$ cat config.mk
export PLATFORM = sky130hd
export DESIGN_NAME = bba_fit_scan
export DESIGN_NICKNAME = d
export VERILOG_FILES = /design/src/rtl/bba_pkg.sv /design/src/rtl/bba_fit_scan.sv
export SDC_FILE = /design/constraint.sdc
export NUM_CORES = 1
export LEC_CHECK = 0
export ABC_AREA = 1
export BUFFER_PORTS_ARGS = -buffer_cell sky130_fd_sc_hd__buf_2
export CORE_AREA = 2 2 251 253
export DETAILED_ROUTE_END_ITERATION = 8
export DIE_AREA = 0 0 253 255
export PLACE_DENSITY = 0.47
export SYNTH_ARGS = -nofsm -noshare
export SYNTH_HDL_FRONTEND = slang
export SYNTH_SLANG_ARGS = --single-unit
$ cat constraint.sdc
create_clock -name vclk -period 20.8
set_input_delay 4.16 -clock vclk [all_inputs]
set_output_delay 4.16 -clock vclk [all_outputs]
set_load 0.01 [all_outputs]
$ cat src/rtl/bba_pkg.sv
`default_nettype none

package bba_pkg;

  localparam int unsigned MAX_BLOCKS = 4096;
  localparam int unsigned WORD_BITS  = 32;
  localparam int unsigned MAP_WORDS  = MAX_BLOCKS / WORD_BITS;
  localparam int unsigned WIDX_W     = $clog2(MAP_WORDS);
  localparam int unsigned BIT_W      = $clog2(WORD_BITS);
  localparam int unsigned BLK_W      = $clog2(MAX_BLOCKS);
  localparam int unsigned COUNT_W    = BLK_W + 1;

  typedef enum logic [1:0] {
    CMD_SET   = 2'd0,
    CMD_CLEAR = 2'd1,
    CMD_CHECK = 2'd2,
    CMD_FIND  = 2'd3
  } cmd_e;

  // per-word result of the first-fit scan
  typedef struct packed {
    logic               hit;
    logic [BIT_W-1:0]   idx;
    logic [COUNT_W-1:0] run_out;
  } fit_t;

endpackage

`default_nettype wire

$ cat src/rtl/bba_fit_scan.sv
`default_nettype none

// Looks at one map word during the first-fit search. Given the free run that
// reaches the word from below, finds the first bit where a free run of the
// requested length ends, and the free run leaving the word at the top.
module bba_fit_scan import bba_pkg::*; (
  input  logic [WORD_BITS-1:0] word_i,
  input  logic [WIDX_W-1:0]    widx_i,
  input  logic [COUNT_W-1:0]   run_i,
  input  logic [COUNT_W-1:0]   len_i,
  input  logic [COUNT_W-1:0]   bc_i,
  output fit_t                 fit_o
);

  logic [WORD_BITS-1:0] lu_fnd;
  logic [BIT_W-1:0]     lu_idx [WORD_BITS];
  logic [WORD_BITS-1:0] hit;

  // highest used bit at or below each position
  always_comb begin
    for (int i = 0; i < WORD_BITS; i++) begin
      lu_fnd[i] = 1'b0;
      lu_idx[i] = '0;
      for (int j = 0; j <= i; j++) begin
        if (word_i[j]) begin
          lu_fnd[i] = 1'b1;
          lu_idx[i] = BIT_W'(j);
        end
      end
    end
  end

  always_comb begin
    logic [COUNT_W:0]   run_len;
    logic [COUNT_W-1:0] gpos;
    for (int i = 0; i < WORD_BITS; i++) begin
      if (lu_fnd[i]) begin
        run_len = (COUNT_W+1)'(BIT_W'(i) - lu_idx[i]);
      end else begin
        run_len = {1'b0, run_i} + (COUNT_W+1)'(i + 1);
      end
      gpos   = COUNT_W'({widx_i, BIT_W'(i)});
      hit[i] = !word_i[i] && (run_len >= {1'b0, len_i}) && (gpos < bc_i);
    end
  end

  always_comb begin
    fit_o.hit = |hit;
    fit_o.idx = '0;
    for (int i = WORD_BITS - 1; i >= 0; i--) begin
      if (hit[i]) begin
        fit_o.idx = BIT_W'(i);
      end
    end
    if (lu_fnd[WORD_BITS-1]) begin
      fit_o.run_out = COUNT_W'(BIT_W'(WORD_BITS - 1) - lu_idx[WORD_BITS-1]);
    end else begin
      fit_o.run_out = run_i + COUNT_W'(WORD_BITS);
    end
  end

endmodule

`default_nettype wire

==> flow_summary.ini, run 1 <==
[outcome]
status = finished, final reports clean

[critical_path]
crit_type = in -> out
crit_top_cell = nand2_1
worst_setup_path_start_kind = input port
crit_required_ns = 16.64
crit_path_max_fanout = 7
cp-endpoint = fit_o[13]
crit_slowest_cell = ha_1
worstPathArrival_ns = 11.95
cpPeakStageDelay_ns = 0.32
setup.worst_path.start = word_i[4]
crit_path_end_kind = primary output

[clocking]
ctsHoldBuffers = 0
post-cts-setup-buffers = 0
cts_resized = 0

[floorplanning]
core-area_um2 = 62200
row_count = 92
dieArea_um2 = 64500
initial_utilization_pct = 29.6
fp.dieW_um = 253
die_h_um = 255
io_pins = 97

[global_route]
track_usage_pct = 30.6
grt_pass1_vias = 20900
grt_pass1_wl_mm = 145
grt-ovfl-total = 0
grt_max_degree = 35
antenna_found_initial = 10

[cells_and_area]
final_area_um2 = 19900
fin_nets = 3590
syn_to_final_growth_pct = 8.46
regArea_um2 = 0
drive_gt1_share_pct = 8.23
clock_buffers = 0
seq_cell_count = 0

[yosys]
synth_area_um2 = 18400
yosysSeqAreaShare_pct = 0
ys_warn_count = 0
synth_cells = 2980
synth.avg_cell_area_um2 = 6.17
syn_nets = 3530
ys_types = 59

[timing]
tns_ns = 0
finalWorstSetupSlack_ns = 4.69
worst_pin_slew_ns = 1.37
max-slew-margin-rel_pct = 8.22
finalHoldViolCount = 0
rsz0062_at_grt = false
setup_violations = 0
period_share_pct = 77.4
max_freq_mhz = 62.1
layout_min_cycle_time_ns = 16.11
drv_slew = 0

[routing]
drt_iter0_markers = 2400
drt-wirelength-per-cell_um = 26.5
ant_nets = 0
first_pass_iters = 6
via_count = 22100
drc = 0
totalWireLength_mm = 102
vias_per_cell = 5.76

[place]
placed_area_um2 = 19900
port_buffers = 97
dp_hpwl_mm = 75.9
place_ws_ns = 5.05
gp_congestion = 0.976

[worst_hold_path]
hp-class = in -> out

[job]
maxCapViolCount = 0
==> cells by family after synthesis <==
family | Yosys count | synth area share, %
AO/OA/AOI/OAI | 826 | 26.9
XOR/XNOR | 132 | 6.29
adder cells (fa/ha/maj) | 472 | 32.1
buffers and inverters | 481 | 9.90
AND/OR/NAND/NOR | 1069 | 24.8
==> per-layer routing <==
layer,part of all wire [%],global-route usage (%)
met5,0.045,0
met4,6.7,17.2
met3,9.0,4.87
met2,43,49.1
met1,41,39.1
==> Yosys cell counts, types with 25 or more instances <==
master | instances | area, µm²
ha_1 | 472 | 5910
inv_2 | 33 | 124
clkbuf_1 | 73 | 274
nand2_1 | 470 | 1760
inv_1 | 348 | 1310
a21boi_0 | 25 | 188
nor2_1 | 374 | 1400
nand3_1 | 84 | 420
a31oi_1 | 53 | 332
nor3_1 | 64 | 320
a21oi_1 | 280 | 1400
o21ai_0 | 248 | 1240
o21a_1 | 63 | 473
a211oi_1 | 46 | 345
xor2_1 | 122 | 1070
==> worst max-delay path, delay by kind of cell <==
kind	cells	cell delay, ns
simple gates	57	5.50
compound gates	6	0.66
fa+ha+maj	2	0.53
buf+inv	9	1.05
==> how the worst min path moves through the flow <==
| stage | endpoint | depth (start not counted) | start | slack (ns) |
|---|---|---|---|---|
| finish | fit_o[14] | 5 | word_i[3] | 8.96 |
| global route | fit_o[14] | 5 | word_i[3] | 8.98 |
| CTS | fit_o[13] | 5 | word_i[1] | 8.95 |
| detailed placement | fit_o[13] | 5 | word_i[1] | 8.95 |
| global placement | fit_o[14] | 5 | word_i[3] | 8.96 |
| floorplan | fit_o[4] | 3 | word_i[30] | 8.49 |
==> cells in the final DEF (no fill, tap or decap), types with 5 or more instances in the layout <==
cell type / instances
a211oi_1: 46
o22ai_1: 6
inv_1: 339
o21bai_1: 10
xnor2_1: 10
inv_2: 36
nand3_1: 84
buf_4: 52
a31oi_1: 53
nand2_2: 6
o211ai_1: 11
a21boi_0: 25
o31ai_1: 6
a21oi_1: 280
nand2_1: 470
a221oi_1: 6
clkinv_1: 13
a2111oi_0: 5
nor3_1: 64
a21oi_4: 7
o311ai_0: 17
a21o_1: 6
xor2_1: 119
nor2_4: 10
or2_2: 6
o21a_1: 63
o221ai_1: 7
o21ai_0: 248
nand4_1: 23
nor4_1: 5
nor2_2: 10
nor2_1: 373
ha_1: 472
buf_2: 97
==> metrics by stage <==
step           cells  util, %  hold slack (ns)
6_report        3838     32.1             8.96
5_1_grt         3837     32.1             8.98
4_1_cts         3837     32.1             8.95
3_5_place_dp    3837     32.1             8.95
3_3_place_gp    3837     32.1             8.96
2_1_floorplan   2980        -             8.49
==> final cells by class <==
cell class	instances	area, µm²
Inverter	390	1470
Multi-Input combinational cell	2499	16600
Tap cell	799	1000
Antenna cell	1	2.50
Fill cell	7102	42200
Timing Repair Buffer	149	876
==> run 2, diff against run 1 <==
--- a/config.mk
+++ b/config.mk
@@ -10,7 +10,7 @@
 export CORE_AREA = 2 2 251 253
 export DETAILED_ROUTE_END_ITERATION = 8
 export DIE_AREA = 0 0 253 255
-export PLACE_DENSITY = 0.47
+export PLACE_DENSITY = 0.48
 export SYNTH_ARGS = -nofsm -noshare
 export SYNTH_HDL_FRONTEND = slang
 export SYNTH_SLANG_ARGS = --single-unit
==> constraint.sdc (replaced) <==
create_clock -name vclk -period 14.35
set_input_delay 2.87 -clock vclk [all_inputs]
set_output_delay 2.87 -clock vclk [all_outputs]
set_load 0.01 [all_outputs]
==> run 2 against run 1 <==
Core utilization is 0.14 points higher. Sequential share of layout area unchanged. Die area unchanged. Via count rose by 0.14%. Flip-flop and latch count unchanged. Cell area is 0.43% higher.
==> flow_summary.ini, run 2 (same netlist as run 1, synthesis figures left out) <==
[timing]
rsz0062_at_grt = false
drv_slew = 0
worst_pin_slew_ns = 1.15
period_share_pct = 90.9
setup_violations = 0
layout_min_cycle_time_ns = 13.04
max_freq_mhz = 76.7
max-slew-margin-rel_pct = 23.0
finalHoldViolCount = 0
tns_ns = 0

[routing]
via_count = 22100
drt-wirelength-per-cell_um = 26.2
met1_length_mm = 41.6
highest_layer = met5
drc = 0
dr_wl_met2_mm = 43.5
first_pass_iters = 6
vias_per_cell = 5.75
ant_nets = 0
totalWireLength_mm = 101
drt_iter0_markers = 2212
wl_met3_mm = 9.14

[critical_path]
worst-path-buf-inv = 9
worst_setup_path_start_kind = input port
crit_required_ns = 11.48
crit_type = in -> out
worstPathArrival_ns = 10.17
crit_path_end_kind = primary output
crit_cells = 74
crit_path_max_fanout = 7
cpPeakStageDelay_ns = 0.32
cp_top_family = simple AND/OR/NAND/NOR gates
crit_top_cell = nand2_1
crit_slowest_cell = ha_1

[place]
dp_hpwl_mm = 74.4
placed_area_um2 = 20000
gp_congestion = 0.976
port_buffers = 97

[outcome]
status = finished, final reports clean

[global_route]
grt_pass1_vias = 20900
grt-ovfl-total = 0
antenna_found_initial = 6
track_usage_pct = 30.6
grt_pass1_wl_mm = 145
grt_max_degree = 34

[clocking]
ctsHoldBuffers = 0
cts_resized = 0
post-cts-setup-buffers = 0

[floorplanning]
core-area_um2 = 62200
io_pins = 97
row_count = 92
die_h_um = 255
initial_utilization_pct = 29.6
fp.dieW_um = 253
dieArea_um2 = 64500

[worst_hold_path]
hp-class = in -> out
min_from = run_i[5]
whs_endpoint = fit_o[6]
min_path_cells = 5

[cells_and_area]
final_area_um2 = 20000
fin_nets = 3601
regArea_um2 = 0
layout_commonest_cell = ha_1
clock_buffers = 0
drive_gt1_share_pct = 8.59
final_cell_mix = 472 x ha_1, 470 x nand2_1, 373 x nor2_1
syn_to_final_growth_pct = 8.93
seq_cell_count = 0

[job]
maxCapViolCount = 0
run 2: worst max-delay path by stage:
| stage | from | end |
|---|---|---|
| 3_5_place_dp | word_i[4] | fit_o[13] |
| 4_1_cts | word_i[4] | fit_o[13] |
| 6_report | word_i[4] | fit_o[13] |
| 2_1_floorplan | word_i[1] | fit_o[13] |
| 5_1_grt | word_i[4] | fit_o[13] |
| 3_3_place_gp | word_i[4] | fit_o[13] |
run 2: metal layers:
layer / GRT usage, % / vias up
li1: - / 10400
met4: 16.6 / 8
met5: 0 / -
met1: 40.0 / 10300
met3: 3.75 / 297
met2: 49.1 / 1149
run 2: final cells by class:
class	instances	area [µm²]
repair buffers	160	958
inverters	390	1470
well taps	799	1000
multi-input cells	2499	16600
diodes	2	5.00
fillers	7090	42100
run 2: through the flow:
stage	cells	setup slack (ns)	hold WS [ns]	util, %
4_1_cts	3848	1.46	6.31	32.2
3_3_place_gp	3848	1.52	6.30	32.2
5_1_grt	3848	0.186	6.37	32.2
2_1_floorplan	2980	3.06	5.91	-
6_report	3850	1.31	6.31	32.2
3_5_place_dp	3848	1.46	6.31	32.2
